==> config.mk <==
export PLATFORM = sky130hd
export DESIGN_NAME = n2r_pixel_calc
export DESIGN_NICKNAME = d
export VERILOG_FILES = /design/src/hw/rtl/n2r_pkg.sv /design/src/hw/rtl/n2r_pixel_calc.sv
export SDC_FILE = /design/constraint.sdc
export NUM_CORES = 1
export LEC_CHECK = 0
export ABC_AREA = 0
export ABC_CLOCK_PERIOD_IN_PS = 5700
export BUFFER_PORTS_ARGS = -buffer_cell sky130_fd_sc_hd__buf_2
export CAP_MARGIN = 0
export CORE_MARGIN = 3
export CORE_UTILIZATION = 65
export DETAILED_ROUTE_END_ITERATION = 8
export PLACE_DENSITY = 0.9
export SYNTH_ARGS = -nofsm -noshare
export SYNTH_HDL_FRONTEND = slang
export SYNTH_SLANG_ARGS = --single-unit
==> constraint.sdc <==
create_clock -name clk -period 5.7 [get_ports clk]
set_clock_uncertainty 0.15 [all_clocks]
set_input_delay 1.14 -clock clk [delete_from_list [all_inputs] [get_ports clk]]
set_output_delay 1.14 -clock clk [all_outputs]
set_load 0.005 [all_outputs]
==> src/hw/rtl/n2r_pkg.sv <==
// ----------------------------------------------------------------------------
// n2r_pkg
// Shared types, register codes and colour-space constants for the NV21 to
// RGB888 converter.
// ----------------------------------------------------------------------------
package n2r_pkg;

    // Configuration port layout and register codes
    localparam int unsigned CFG_INDEX_W = 2;
    localparam int unsigned DIM_REG_W   = 11;

    localparam logic [CFG_INDEX_W-1:0] CFG_FRAME_WIDTH  = 2'd0;
    localparam logic [CFG_INDEX_W-1:0] CFG_FRAME_HEIGHT = 2'd1;

    localparam logic [DIM_REG_W-1:0] FRAME_WIDTH_RESET  = 11'd640;
    localparam logic [DIM_REG_W-1:0] FRAME_HEIGHT_RESET = 11'd480;

    // Fixed-point conversion coefficients (scaled by 1024)
    localparam logic [7:0]         LUMA_OFFSET   = 8'd16;
    localparam logic signed [8:0]  CHROMA_OFFSET = 9'sd128;
    localparam logic [18:0]        COEF_Y        = 19'd1192;
    localparam logic signed [20:0] COEF_RV       = 21'sd1634;
    localparam logic signed [20:0] COEF_GV       = 21'sd833;
    localparam logic signed [20:0] COEF_GU       = 21'sd400;
    localparam logic signed [20:0] COEF_BU       = 21'sd2066;
    localparam logic signed [20:0] CLAMP_TOP     = 21'sh03FFFF;

    // Frame byte phase
    typedef enum logic {
        PH_LUMA,
        PH_CHROMA
    } phase_t;

    // Input word
    typedef struct packed {
        logic [7:0] sample_byte;
    } sample_t;

    // Output word
    typedef struct packed {
        logic [7:0] red;
        logic [7:0] green;
        logic [7:0] blue;
        logic [9:0] pixel_row;
        logic [9:0] pixel_column;
        logic       run_last;
        logic       frame_last;
    } pixel_t;

    // Configuration write word
    typedef struct packed {
        logic [CFG_INDEX_W-1:0] index;
        logic [DIM_REG_W-1:0]   data;
    } cfg_word_t;

    // One pixel's operands handed to the colour pipeline
    typedef struct packed {
        logic       valid;
        logic [7:0] luma;
        logic [7:0] u;
        logic [7:0] v;
        logic [9:0] row;
        logic [9:0] column;
        logic       run_last;
        logic       frame_last;
    } calc_in_t;

    // Clamp to 0..0x3FFFF and keep bits 17..10
    function automatic logic [7:0] clamp_channel(input logic signed [20:0] x);
        logic [7:0] res;
        if (x < 0)
        begin
            res = 8'd0;
        end
        else if (x > CLAMP_TOP)
        begin
            res = 8'hFF;
        end
        else
        begin
            res = x[17:10];
        end
        return res;
    endfunction

endpackage

==> src/hw/rtl/n2r_pixel_calc.sv <==
// ----------------------------------------------------------------------------
// n2r_pixel_calc
// Two-stage colour pipeline: constant products, then sums, clamp and the
// output register. Both stages move together on the advance strobe.
// ----------------------------------------------------------------------------
module n2r_pixel_calc (
    input  logic              clk,
    input  logic              rst_n,
    input  logic              advance,
    input  n2r_pkg::calc_in_t calc_in,
    output logic              out_valid,
    output n2r_pkg::pixel_t   pixel
);

    // Stage A registers
    logic                  a_valid_reg;
    logic [18:0]           a_yt_reg;
    logic signed [20:0]    a_rv_reg;
    logic signed [20:0]    a_gv_reg;
    logic signed [20:0]    a_gu_reg;
    logic signed [20:0]    a_bu_reg;
    logic [9:0]            a_row_reg;
    logic [9:0]            a_col_reg;
    logic                  a_run_last_reg;
    logic                  a_frame_last_reg;

    // Output register
    logic                  o_valid_reg;
    n2r_pkg::pixel_t       o_pixel_reg;

    logic [7:0]            y_off;
    logic signed [8:0]     u_s;
    logic signed [8:0]     v_s;
    logic signed [20:0]    u_ext;
    logic signed [20:0]    v_ext;
    logic signed [20:0]    yt_ext;
    logic signed [20:0]    r_sum;
    logic signed [20:0]    g_sum;
    logic signed [20:0]    b_sum;

    // Remove offsets
    always_comb
    begin
        y_off  = (calc_in.luma < n2r_pkg::LUMA_OFFSET) ? 8'd0
                                                       : calc_in.luma - n2r_pkg::LUMA_OFFSET;
        u_s    = $signed({1'b0, calc_in.u}) - n2r_pkg::CHROMA_OFFSET;
        v_s    = $signed({1'b0, calc_in.v}) - n2r_pkg::CHROMA_OFFSET;
        u_ext  = 21'(u_s);
        v_ext  = 21'(v_s);
    end

    // Valid bits: cleared on reset, moved on advance
    always_ff @(posedge clk or negedge rst_n)
    begin
        if (!rst_n)
        begin
            a_valid_reg <= 1'b0;
            o_valid_reg <= 1'b0;
        end
        else if (advance)
        begin
            a_valid_reg <= calc_in.valid;
            o_valid_reg <= a_valid_reg;
        end
    end

    // Stage A: constant products
    always_ff @(posedge clk)
    begin
        if (advance)
        begin
            a_yt_reg         <= 19'(y_off) * n2r_pkg::COEF_Y;
            a_rv_reg         <= v_ext * n2r_pkg::COEF_RV;
            a_gv_reg         <= v_ext * n2r_pkg::COEF_GV;
            a_gu_reg         <= u_ext * n2r_pkg::COEF_GU;
            a_bu_reg         <= u_ext * n2r_pkg::COEF_BU;
            a_row_reg        <= calc_in.row;
            a_col_reg        <= calc_in.column;
            a_run_last_reg   <= calc_in.run_last;
            a_frame_last_reg <= calc_in.frame_last;
        end
    end

    // Stage B: sums and clamp
    always_comb
    begin
        yt_ext = $signed({2'b00, a_yt_reg});
        r_sum  = yt_ext + a_rv_reg;
        g_sum  = yt_ext - a_gv_reg - a_gu_reg;
        b_sum  = yt_ext + a_bu_reg;
    end

    always_ff @(posedge clk)
    begin
        if (advance)
        begin
            o_pixel_reg.red          <= n2r_pkg::clamp_channel(r_sum);
            o_pixel_reg.green        <= n2r_pkg::clamp_channel(g_sum);
            o_pixel_reg.blue         <= n2r_pkg::clamp_channel(b_sum);
            o_pixel_reg.pixel_row    <= a_row_reg;
            o_pixel_reg.pixel_column <= a_col_reg;
            o_pixel_reg.run_last     <= a_run_last_reg;
            o_pixel_reg.frame_last   <= a_frame_last_reg;
        end
    end

    assign out_valid = o_valid_reg;
    assign pixel     = o_pixel_reg;

endmodule

### Word level (Yosys, flattened, before mapping)

Index checks and enable logic that the tools add are counted.

* input bits: 50
* register bits after elaboration: 164

* $add $sub $neg: 7
* multiplexer cells: 4
* multiply operators: 5
* order comparisons: 7

Operators by type and width (number)
* > comparator 21 x 19 -> 1 bit (second input constant): 3
* < comparator 21 x 1 -> 1 bit (second input constant): 3
* adder 20 x 21 -> 21 bit: 2
* multiplier 9 x 11 -> 20 bit (second input constant): 2
* 2-to-1 mux 8 bit: 4
* subtractor 20 x 21 -> 21 bit: 1
* subtractor 21 bit: 1
* multiplier 9 x 12 -> 20 bit (second input constant): 1
* subtractor 8 x 8 -> 9 bit (second input constant): 2
* multiplier 8 x 8 -> 16 bit (second input constant): 1
* multiplier 9 x 6 -> 15 bit (second input constant): 1
* < comparator 8 x 5 -> 1 bit (second input constant): 1
* subtractor 8 x 5 -> 8 bit (second input constant): 1

### Logic depth before layout (Yosys ltp)

* depth after elaboration: 4
* depth in mapped cells: 19
* depth with buffers taken out: 19

### Worst setup path after synthesis

No wires, ideal clock.

* path kind: input to register
* from: input port calc_in[42] in the netlist's numbering
* to: register a_yt_reg[17], data pin
* cell stages on the path: 19
* data arrival time: 4.916 ns
* data required time: 5.279 ns
* path slack: 0.363 ns
* cell sequence: inv_1 ha_1 nor3b_1 nor2b_1 ha_1 ha_1 ha_1 inv_1 fa_1 inv_1 ha_1 a21o_1 a21oi_1 o21bai_1 a21oi_1 o21bai_1 a21oi_1 mux2i_1 o2111ai_1

* word-level cells in the longest chain between the ends: 3
* elaborated cells on any way between the ends: 4

Ends and longest elaborated chain
* from (decl): line n2r_pixel_calc.sv:10 `input n2r_pkg::calc_in_t calc_in,`
* < comparator 8 x 5 -> 1 bit: line n2r_pixel_calc.sv:44 `y_off = (calc_in.luma < n2r_pkg::LUMA_OFFSET) ? 8'd0`
* 2-to-1 mux 8 bit: line n2r_pixel_calc.sv:44
* via y_off[1]: line n2r_pixel_calc.sv:31 `logic [7:0] y_off;`
* multiplier 8 x 8 -> 16 bit: line n2r_pixel_calc.sv:72 `a_yt_reg <= 19'(y_off) * n2r_pkg::COEF_Y;`
* to (signal assigned): line n2r_pixel_calc.sv:72
* to (decl): line n2r_pixel_calc.sv:17 `logic [18:0] a_yt_reg;`

The timed path passes the listed nets, and every way through them passes these cells.
A chain may end at the register's enable or synchronous reset.

### Worst setup path in the final report

Same ends and word-level chain as after synthesis.

==> flow_summary.json <==
{
  "status": "completed",
  "crit_fanout": 6,
  "drc_errors": 0,
  "cpMostUsedCell": "ha_1",
  "hold_path.class": "flop to flop",
  "synth_edf_count": 151,
  "clockBufferDepth": 2,
  "drive_gt1_share_pct": 12.8,
  "grt_pass1_vias": 8194,
  "rows": 49,
  "fmax_ghz": 0.191,
  "drt_pass1_iterations": 5,
  "place_inst": 1357,
  "synth_area_mm2": 0.0121,
  "final.period_utilization_pct": 91.7,
  "power.density_mw_per_mm2": 467,
  "cts_tree": "done",
  "worst_ep_required_time_ns": 5.72,
  "place_area_mm2": 0.0129,
  "antenna_cells": 0,
  "die_y_um": 142,
  "largest_register_ffs": 46,
  "layout_min_cycle_time_ns": 5.22,
  "initial_core_util_pct": 66.8,
  "cpMaxStageDelayCell": "fa_1",
  "avgViaCountPerCell": 5.75,
  "end_kind": "flop",
  "setup_tns_ns": 0,
  "crit_type": "input pin to flop",
  "synth_seq_area_share_pct": 37.9,
  "switchingPower_mw": 2.51,
  "path_clk_slew_ns": 0.07,
  "worst-r2r-setup-slack_ns": 2.14,
  "dieArea_mm2": 0.0203,
  "grt_usage_pct": 24.7,
  "synth.distinct_cells": 58,
  "post_drt_wl_per_cell_um": 17.4,
  "wirelength_um": 24200,
  "dp_hpwl_um": 18500,
  "p_clk_share_pct": 18.1,
  "fin_ws_ns": 0.475,
  "finish.utilization_pct": 74.7,
  "seqPwrFrac_pct": 28.2,
  "cts_max_level": 4,
  "cts.sinks": 153,
  "total_leakage_power_nw": 6.55,
  "async_flop_share_pct": 1.31,
  "cts_buffers": 17,
  "drtIter0Drc": 339,
  "intPower_mw": 3.80,
  "dp_slack_ns": -0.184,
  "numPortBuffers": 96,
  "coreArea_mm2": 0.0181,
  "pin_count": 97,
  "yosysWarnings": 0,
  "grt_max_degree": 74,
  "rsz0062_at_grt": "false",
  "ir_worst_vdd_mv": 0.287,
  "slew_viol_final": 0,
  "cts.repair.resized": 0,
  "holdWs_ns": 0.268,
  "postSynthCellCount": 1026,
  "clk_latency_ns": 0.43,
  "p_sw_share_pct": 39.8,
  "final_cells": 1389,
  "hold_viol_final": 0,
  "grt_antenna_before_repair": 0,
  "worstPathArrival_ns": 5.24,
  "critPathMaxStageDelay_ns": 0.53,
  "pwr-share-comb_pct": 53.6,
  "slew_headroom_pct": 54.2,
  "avgSynthCellArea_um2": 11.8,
  "cap_violations": 0,
  "yosys_register_bits": 153,
  "area_growth_pct": 11.7,
  "vias": 7980,
  "worst_setup_path_start_kind": "input pin",
  "synth_fp_nets": 1380,
  "grt_pass1_wl_um": 39200,
  "nets": 1501,
  "cp_cell_sequence": "buf_2 -> inv_1 -> ha_1 -> nor3b_2 -> nor2b_1 -> ha_1 -> ha_1 -> ha_1 -> inv_1 -> fa_1 -> inv_1 -> ha_1 -> a21o_1 -> a21oi_1 -> o21bai_1 -> a21oi_1 -> o21bai_1 -> a21oi_1 -> mux2i_1 -> o2111ai_1",
  "tightest_slew_ns": 0.688,
  "cts-root-buf": "clkbuf_16",
  "grt_overflow": 0,
  "setup_viol": 0,
  "fin_area_mm2": 0.0135,
  "antenna_left": 0,
  "fillCellCount": 1102,
  "cts_hold_buffers": 0,
  "die_w_um": 142,
  "synth_flop_cell": "edfxtp_1",
  "p_total_mw": 6.30,
  "gp_congestion": 0.904,
  "cts_setup_buffers": 0
}
==> worst paths after layout <==
kind	from	endpoint	cells after the start
worst max register to register	a_yt_reg[10]$_DFFE_PP_	pixel[36]$_SDFFCE_PN0P_	10
min in group asynchronous	rst_n	a_valid_reg$_DFFE_PN0P_	1
worst max-delay path	calc_in[42]	a_yt_reg[17]$_DFFE_PP_	20
max in group asynchronous	rst_n	out_valid$_DFFE_PN0P_	1
worst min register to register	a_row_reg[2]$_DFFE_PP_	pixel[14]$_DFFE_PP_	0
worst min-delay path	a_row_reg[2]$_DFFE_PP_	pixel[14]$_DFFE_PP_	0
==> cells in the mapped netlist, types with 14 or more instances <==
cell type	instances	area, um2
a21oi_1	43	215
o21a_1	40	300
fa_1	54	1080
nor2_1	39	146
xor2_1	18	158
a21o_1	23	173
edfxtp_1	151	4530
nor2b_1	15	93.8
o21bai_1	14	105
nand3_1	15	75.1
nand2_1	16	60.1
ha_1	250	3130
inv_1	178	668
nor3_1	16	80.1
xnor2_1	47	412
==> routing by layer <==
metal | global-route usage (%) | up-vias | share of wire, %
met5 | 0 | - | 0
met4 | 11.4 | 0 | 4.3
met3 | 4.87 | 72 | 6.0
met2 | 42.9 | 270 | 49
met1 | 29.6 | 3764 | 41
li1 | - | 3874 | -
==> logic make-up (layout without fill, tap and decap cells) <==
kind of cell    Yosys count  count (layout)  synth area share, %
compound gates          182             182                 10.7
xor+xnor                 67              67                 4.98
fa+ha+maj               304             304                 34.8
buf+inv                 179             313                 5.56
flops                   153             153                 37.9
mux                       3               3                0.269
simple gates            138             138                 5.74
==> cell usage in the layout (no fill, tap or decap), types with 3 or more instances in the layout <==
master / netlist / layout
nor2b_1: 15 / 15
or3_1: 7 / 7
nor3b_1: 4 / 3
o21ai_0: 9 / 9
a21o_1: 23 / 23
a21oi_1: 43 / 43
inv_1: 178 / 178
o21a_1: 40 / 40
buf_4: 0 / 6
nand3_1: 15 / 15
a211o_1: 3 / 3
nor3_1: 16 / 16
clkbuf_16: 0 / 17
nor4_1: 3 / 3
xor2_1: 18 / 18
nand4_1: 3 / 3
nand2_1: 16 / 16
ha_1: 250 / 250
and3_1: 6 / 6
o21bai_1: 14 / 14
o22ai_1: 4 / 4
edfxtp_1: 151 / 151
clkinvlp_4: 0 / 3
a31oi_1: 6 / 6
inv_6: 0 / 5
buf_2: 0 / 95
o21ai_1: 5 / 5
xnor2_1: 47 / 47
fa_1: 54 / 54
nand2b_1: 8 / 8
o31ai_1: 6 / 6
a211oi_1: 6 / 6
nor2_1: 39 / 39
==> final cells by class <==
class	instances	area, um2	share of cell area (%)
tap	229	287	2.12
clock inverter	14	161	1.20
timing repair buffer	102	532	3.94
sequential	153	4580	34.0
inverter	179	672	4.98
clock buffer	18	429	3.18
multi-input combinational	694	6840	50.6
==> critical path, delay by kind of cell <==
kind	cells	cell delay, ns
fa+ha+maj	6	1.87
compound gates	7	1.21
buf+inv	4	0.26
mux	1	0.21
simple gates	2	0.54
==> power by group through the flow <==
stage	Combinational (mW)	Clock, mW	Sequential [mW]
finish	3.38	1.14	1.78
detailed placement	3.30	0	1.80
global placement	3.15	0	1.80
floorplan	2.55	0	1.74
CTS	3.36	1.15	1.78
global route	3.77	1.21	1.81
Note: power is estimated with default switching activity, not from simulation.
